<file path="src/rtl/core/crc_chk_pkg.sv">
// Types, constants and the CRC byte update for the record checker.
package crc_chk_pkg;

	localparam int CRC_COVERED_BYTES = 20;
	localparam int RECORD_BYTES      = 22;
	localparam int POS_W             = 5;
	localparam int QUEUE_DEPTH       = 2;

	localparam logic [15:0] CRC_INIT = 16'hFFFF;
	localparam logic [15:0] CRC_POLY = 16'h1021;

	localparam logic [POS_W-1:0] POS_MAGIC_END   = POS_W'(3);
	localparam logic [POS_W-1:0] POS_VERSION     = POS_W'(4);
	localparam logic [POS_W-1:0] POS_CURVE       = POS_W'(5);
	localparam logic [POS_W-1:0] POS_MIN_END     = POS_W'(9);
	localparam logic [POS_W-1:0] POS_MAX_END     = POS_W'(13);
	localparam logic [POS_W-1:0] POS_GAMMA_END   = POS_W'(17);
	localparam logic [POS_W-1:0] POS_CALIB       = POS_W'(18);
	localparam logic [POS_W-1:0] POS_CRC_START   = POS_W'(CRC_COVERED_BYTES);
	localparam logic [POS_W-1:0] POS_LAST        = POS_W'(RECORD_BYTES - 1);

	typedef enum logic [1:0] {
		CAUSE_NONE    = 2'd0,
		CAUSE_MAGIC   = 2'd1,
		CAUSE_VERSION = 2'd2,
		CAUSE_CRC     = 2'd3
	} cause_t;

	typedef enum logic {
		REG_MAGIC   = 1'b0,
		REG_VERSION = 1'b1
	} reg_idx_t;

	typedef struct packed {
		logic [31:0] magic;
		logic [7:0]  version;
	} cfg_t;

	// One complete record as captured by the front end.
	typedef struct packed {
		logic [31:0] magic;
		logic [7:0]  version;
		logic [7:0]  curve;
		logic [31:0] raw_min;
		logic [31:0] raw_max;
		logic [31:0] gamma;
		logic [7:0]  calib;
		logic [15:0] crc_calc;
		logic [15:0] crc_stored;
	} rec_t;

	typedef struct packed {
		logic full;
		logic not_empty;
	} q_status_t;

	// MSB-first CRC-16 update over one byte.
	function automatic logic [15:0] crc16_byte(input logic [15:0] crc_in, input logic [7:0] b);
		logic [15:0] c;
		c = crc_in ^ {b, 8'h00};
		for (int k = 0; k < 8; k++) begin
			c = c[15] ? ({c[14:0], 1'b0} ^ CRC_POLY) : {c[14:0], 1'b0};
		end
		return c;
	endfunction

endpackage

</file>
<file path="src/rtl/core/crc_chk_front.sv">
// Front end: takes record bytes, runs the CRC and captures the fields.
module crc_chk_front (
	input  logic                clk,
	input  logic                arst_n,
	input  logic                in_valid,
	output logic                in_stall,
	input  logic [7:0]          data_byte,
	input  logic                record_start,
	input  crc_chk_pkg::q_status_t q_status,
	output logic                push,
	output crc_chk_pkg::rec_t   push_rec
);

	logic [crc_chk_pkg::POS_W-1:0] pos_q;
	logic [crc_chk_pkg::POS_W-1:0] pos_cur;
	logic [15:0]                   crc_q;
	logic [15:0]                   crc_base;
	logic [15:0]                   crc_next;
	logic [31:0]                   magic_q;
	logic [7:0]                    version_q;
	logic [7:0]                    curve_q;
	logic [31:0]                   min_q;
	logic [31:0]                   max_q;
	logic [31:0]                   gamma_q;
	logic [7:0]                    calib_q;
	logic [15:0]                   stored_q;
	logic [15:0]                   stored_next;
	logic                          accept;

	assign in_stall = q_status.full;
	assign accept   = in_valid && !q_status.full;

	// A start flag forces this byte to position zero.
	assign pos_cur  = record_start ? '0 : pos_q;
	assign crc_base = (pos_cur == '0) ? crc_chk_pkg::CRC_INIT : crc_q;
	assign crc_next = (pos_cur < crc_chk_pkg::POS_CRC_START)
		? crc_chk_pkg::crc16_byte(crc_base, data_byte) : crc_base;
	assign stored_next = {data_byte, stored_q[15:8]};

	assign push = accept && (pos_cur == crc_chk_pkg::POS_LAST);

	always_comb begin
		push_rec            = '0;
		push_rec.magic      = magic_q;
		push_rec.version    = version_q;
		push_rec.curve      = curve_q;
		push_rec.raw_min    = min_q;
		push_rec.raw_max    = max_q;
		push_rec.gamma      = gamma_q;
		push_rec.calib      = calib_q;
		push_rec.crc_calc   = crc_q;
		push_rec.crc_stored = stored_next;
	end

	always_ff @(posedge clk or negedge arst_n) begin
		if (!arst_n) begin
			pos_q <= '0;
			crc_q <= crc_chk_pkg::CRC_INIT;
		end else if (accept) begin
			crc_q <= crc_next;
			if (pos_cur == crc_chk_pkg::POS_LAST) begin
				pos_q <= '0;
			end else begin
				pos_q <= pos_cur + 1'b1;
			end
		end
	end

	always_ff @(posedge clk) begin
		if (accept) begin
			if (pos_cur <= crc_chk_pkg::POS_MAGIC_END) begin
				magic_q <= {data_byte, magic_q[31:8]};
			end else if (pos_cur == crc_chk_pkg::POS_VERSION) begin
				version_q <= data_byte;
			end else if (pos_cur == crc_chk_pkg::POS_CURVE) begin
				curve_q <= data_byte;
			end else if (pos_cur <= crc_chk_pkg::POS_MIN_END) begin
				min_q <= {data_byte, min_q[31:8]};
			end else if (pos_cur <= crc_chk_pkg::POS_MAX_END) begin
				max_q <= {data_byte, max_q[31:8]};
			end else if (pos_cur <= crc_chk_pkg::POS_GAMMA_END) begin
				gamma_q <= {data_byte, gamma_q[31:8]};
			end else if (pos_cur == crc_chk_pkg::POS_CALIB) begin
				calib_q <= data_byte;
			end else if (pos_cur >= crc_chk_pkg::POS_CRC_START) begin
				stored_q <= stored_next;
			end
		end
	end

endmodule

</file>
<file path="config.mk">
export PLATFORM = sky130hd
export DESIGN_NAME = crc_chk_front
export DESIGN_NICKNAME = d
export VERILOG_FILES = /design/src/rtl/core/crc_chk_pkg.sv /design/src/rtl/core/crc_chk_front.sv
export SDC_FILE = /design/constraint.sdc
export NUM_CORES = 1
export LEC_CHECK = 0
export BUFFER_PORTS_ARGS = -buffer_cell sky130_fd_sc_hd__buf_2
export CORE_ASPECT_RATIO = 0.8
export CORE_MARGIN = 3
export CORE_UTILIZATION = 40
export DETAILED_ROUTE_END_ITERATION = 8
export PLACE_DENSITY = 0.73
export SYNTH_ARGS = -nofsm -noshare
export SYNTH_HDL_FRONTEND = slang
export SYNTH_SLANG_ARGS = --single-unit
</file>
<file path="constraint.sdc">
create_clock -name clk -period 3.6 [get_ports clk]
set_input_delay 0.72 -clock clk [delete_from_list [all_inputs] [get_ports clk]]
set_output_delay 0.72 -clock clk [all_outputs]
set_load 0.02 [all_outputs]
</file>
; ---- Yosys cells after proc, flatten, opt, wreduce, memory -nomap -nowiden
; Cells that the tools add are included.
[word_totals]
inputBits = 14
wordCells = 61
output_inout_bits = 186
register_bits = 189
[classes]
n_eq_ne = 4
n_mux = 12
order_cmp = 6
bitwise = 16
n_reduce_logical = 12
addsub = 1
[ops]
columns = operator, count
row1 = 13-bit 2-to-1 mux, 8
row2 = 16-bit 2-to-1 mux, 2
row3 = 3-bit inverter, 8
row4 = 16-bit bitwise XOR, 1
row5 = 5-bit by 3-bit == test with 1-bit output (second input constant), 2
row6 = 5-bit == test (second input constant), 2
row7 = 5-bit by 4-bit <= comparator with 1-bit output (second input constant), 2
row8 = 5-bit 2-to-1 mux, 2
row9 = 9-bit AND reduction, 1
row10 = 8-bit AND reduction, 1
row11 = 1-bit inverter, 7
row12 = 7-bit AND reduction, 1
row13 = 6-bit AND reduction, 1
row14 = 5-bit by 1-bit adder with 5-bit output (second input constant), 1
row15 = 5-bit >= comparator (second input constant), 1
row16 = 5-bit by 2-bit <= comparator with 1-bit output (second input constant), 1
row17 = 5-bit <= comparator (second input constant), 1
row18 = 5-bit logical NOT, 1
row19 = 5-bit < comparator (second input constant), 1
row20 = 5-bit AND reduction, 1
row21 = 4-bit AND reduction, 1
row22 = 3-bit AND reduction, 1
row23 = 1-bit logical AND, 2
row24 = 2-bit AND reduction, 1
row25 = 1-bit logical NOT, 1

; ---- Logic depth before layout (Yosys ltp)
[logic_depth]
depth_word = 21
depth_mapped = 7
depth_no_buf = 5

; ---- Least setup slack after synthesis
; No wires, ideal clock.
[synth_timing]
path_type = input to register
start = in in_valid
end = reg max_q[0], enable pin
t_arrival_ns = 3.417
setup_slack_ns = -0.278
cell_stages = 3
setup_time_ns = 0.461
required_time_ns = 3.139
cell_sequence = nor2b_1 > nand2b_1 > nor3_1
[synth_via]
elab_chain_cells = 2
[synth_rtl]
columns = element, line
row1 = start: declaration, crc_chk_front.sv:5  ; input logic in_valid,
row2 = 1-bit logical AND, crc_chk_front.sv:31  ; assign accept = in_valid && !q_status.full;
row3 = 6-bit AND reduction (no line), --
row4 = end signal: assignment, crc_chk_front.sv:80  ; max_q <= {data_byte, max_q[31:8]};
row5 = end: declaration, crc_chk_front.sv:23  ; logic [31:0] max_q;
; Every way passes these cells.
; A chain may end at the register's enable or synchronous reset.

; ---- Final worst setup path
[layout_timing]
start = reg pos_q[2] in the netlist's numbering
end = out push
[layout_via]
elab_chain_cells = 3
[layout_rtl]
columns = element, line
row1 = start: declaration, crc_chk_front.sv:14  ; logic [crc_chk_pkg::POS_W-1:0] pos_q;
row2 = start signal: assignment, crc_chk_front.sv:64  ; pos_q <= pos_cur + 1'b1;
row3 = 5-bit 2-to-1 mux, crc_chk_front.sv:34  ; assign pos_cur = record_start ? '0 : pos_q;
row4 = 5-bit == test, crc_chk_front.sv:40  ; assign push = accept && (pos_cur == crc_chk_pkg::POS_LAST);
row5 = 1-bit logical AND, crc_chk_front.sv:40
row6 = end: declaration, crc_chk_front.sv:10  ; output logic push,
; Every way passes these cells.

==> flow_summary.toml <==
[run_status]
outcome = "complete, no violations"

[power]
leakage_nw = 3.13
powerDensity_nw_per_um2 = 661
ir_drop_v = 0.000383
power_mw = 5.42

[setup_path]
startpoint = "pos_q[2]"
cp_max_fo = 11
r2r_start = "pos_q[3]"
cp.required_ps = 2880
start_kind = "register"
ff2ff_path_depth = 3
critPathArrivalTime_ps = 1930
end_kind = "output pin"
crit_type = "reg2out"

[synth]
synthArstFlopShare_pct = 11.6
syn_area_um2 = 6390
yosys.cell_types.count = 38
yosys.area.top_type_share_pct = 75.2
avgSynthCellArea_um2 = 18.8
synth-edff-count = 160
yosysTopAreaCell = "edfxtp_1"
synth_ff_type = "edfxtp_1"
ys_top_cells_by_area = "edfxtp_1, dfstp_2, xnor2_1"
ys.warnings.count = 0
ys_seq_area_share_pct = 83.7
synth-seq-cells = 181
synth_cells = 340
syn_nets = 354

[sta]
post-route-period-util_pct = 73.7
finalClockSkew_ps = 11.4
period_minus_slack_ps = 2650
rsz0062_at_grt = "no"
max_slew_margin_pct = 35.4
tns_ps = 0
tightestPinTransition_ps = 966
max_freq_mhz = 377
hold_viol = 0
slew_viol_final = 0
setup_violations = 0
fin_ws_ps = 946

[placed_design]
dp_hpwl_mm = 9.70
placed_cells = 735
gp_congestion = 0.792
dp_slack_ps = 994
port_buffers = 198

[cts]
htreeDepth = 4
cts_setup_buffers = 0
clock-root-buffer = "clkbuf_16"
insertion_delay_ps = 430
holdBufCountCts = 0
clockBufferDepth = 2
clk_pin_slew_ps = 70
cts_tree = "done"
post_cts_resized = 0
cts_buffers = 17
clock_sinks = 181

[routing]
wl_per_cell_um = 18.4
route.detailed.drc = 0
ant_nets = 0
routed_wl_mm = 14.1
dr.pass1.iters = 5
vias = 3580
first_iter_violations = 212
vias_per_cell = 4.67

[die]
die_area_um2 = 17500
die_h_um = 119
core.rowCount = 40
initial_utilization_pct = 41.7
die_w_um = 147
ios = 200
core-area_um2 = 15300

[layout]
drive_gt1_share_pct = 47.8
nNetsFinal = 558
antenna_cells = 0
nFillCells = 1249
area_delta_synth_final_pct = 28.2
stdcell_count = 766

[global_routing]
grt_pass1_wl_mm = 21.2
antenna_found_initial = 0
grt_pass1_vias = 3589
grt-ovfl-total = 0
grt_use_total_pct = 16.2
grt_max_degree = 33

[flow_run]
drv_cap = 0

[worst_hold_path]
hp-class = "in2async"
## area by class of cell
class / count / area (um^2) / area share [%]
well taps: 210 / 263 / 3.21
repair buffers: 205 / 1040 / 12.7
clock inverters: 14 / 141 / 1.73
flip-flops and latches: 181 / 5350 / 65.3
multi-input cells: 138 / 965 / 11.8
clock buffers: 17 / 425 / 5.19
inverters: 1 / 3.75 / 0.0458
## cell families (layout without fill, tap and decap cells)
kind of cell | count (synthesis) | after routing | synth area share (%)
AOI/OAI and AO/OA | 39 | 39 | 3.74
buffers and inverters | 21 | 237 | 1.86
xor gates and xnor gates | 31 | 31 | 5.25
DFF | 181 | 181 | 83.7
and+or+nand+nor | 68 | 68 | 5.41
## power by group
group / switching [mW] / leakage (nW) / internal [mW]
clock network: 0.810 / 0.284 / 0.973
registers: 0.185 / 1.68 / 2.50
logic: 0.563 / 1.17 / 0.383
total: 1.56 / 3.13 / 3.86
## routing by layer
layer / global-route usage, % / share of wire (%) / up-vias
met1: 20.6 / 42 / 1758
li1: - / - / 1669
met4: 5.12 / 1.2 / 0
met3: 5.90 / 7.8 / 12
met2: 26.2 / 49 / 141
met5: 0 / 0 / -
## state kept, by name, indices dropped and copies added (netlist names)
name / count
calib_q: 8
crc_q: 16
curve_q: 8
gamma_q: 32
magic_q: 32
max_q: 32
min_q: 32
pos_q: 5
stored_q: 8
version_q: 8
## stage by stage
step / util (%) / cell area (um^2) / hold slack [ps]
global route: 53.5 / 8190 / 266
finish: 53.5 / 8190 / 248
floorplan: - / 6390 / 424
CTS: 53.5 / 8190 / 247
detailed placement: 49.8 / 7620 / 427
global placement: 49.8 / 7620 / 423
## placed cells by master, fill, tap and decap left out, types with 5 or more instances in the layout
cell type and n:
a21oi_1 5, buf_2 198, buf_4 7, clkbuf_16 17
dfrtp_1 5, dfstp_2 16, edfxtp_1 160, nand2_1 22
nand2b_1 5, nor2_1 15, nor3_1 5, o21ai_0 11
o21ai_1 11, xnor2_1 17, xor2_1 8
## Yosys cell counts (2+ instances only)
cell type    n
o21ai_1     12
clkbuf_1     6
nor4_1       2
nand3_1      3
a211oi_2     3
buf_2        4
nand2b_1     5
nor3_1       7
xnor3_1      3
buf_4        9
edfxtp_1   160
dfstp_2     16
o21ai_0     11
a21oi_1      6
nor2b_1      4
dfrtp_1      5
xor2_1       8
nand2_1     22
xnor2_2      3
nor2_1      16
nor3b_1      2
xnor2_1     17
## critical path, cell delays in order (launching register included)
cell and delay [ps]:
dfrtp_1 580, and3b_1 280, nand2_1 120, nor3_1 300
buf_2 220
## worst paths after layout
check	endpoint	slack [ps]
worst max-delay path	push	950
worst min-delay path	pos_q[0]	250
worst max register to register	magic_q[26]	1370
worst min register to register	min_q[18]	440
max in group asynchronous	crc_q[14]	2990
min in group clk	min_q[18]	440
(Power assumes the default switching activity.)
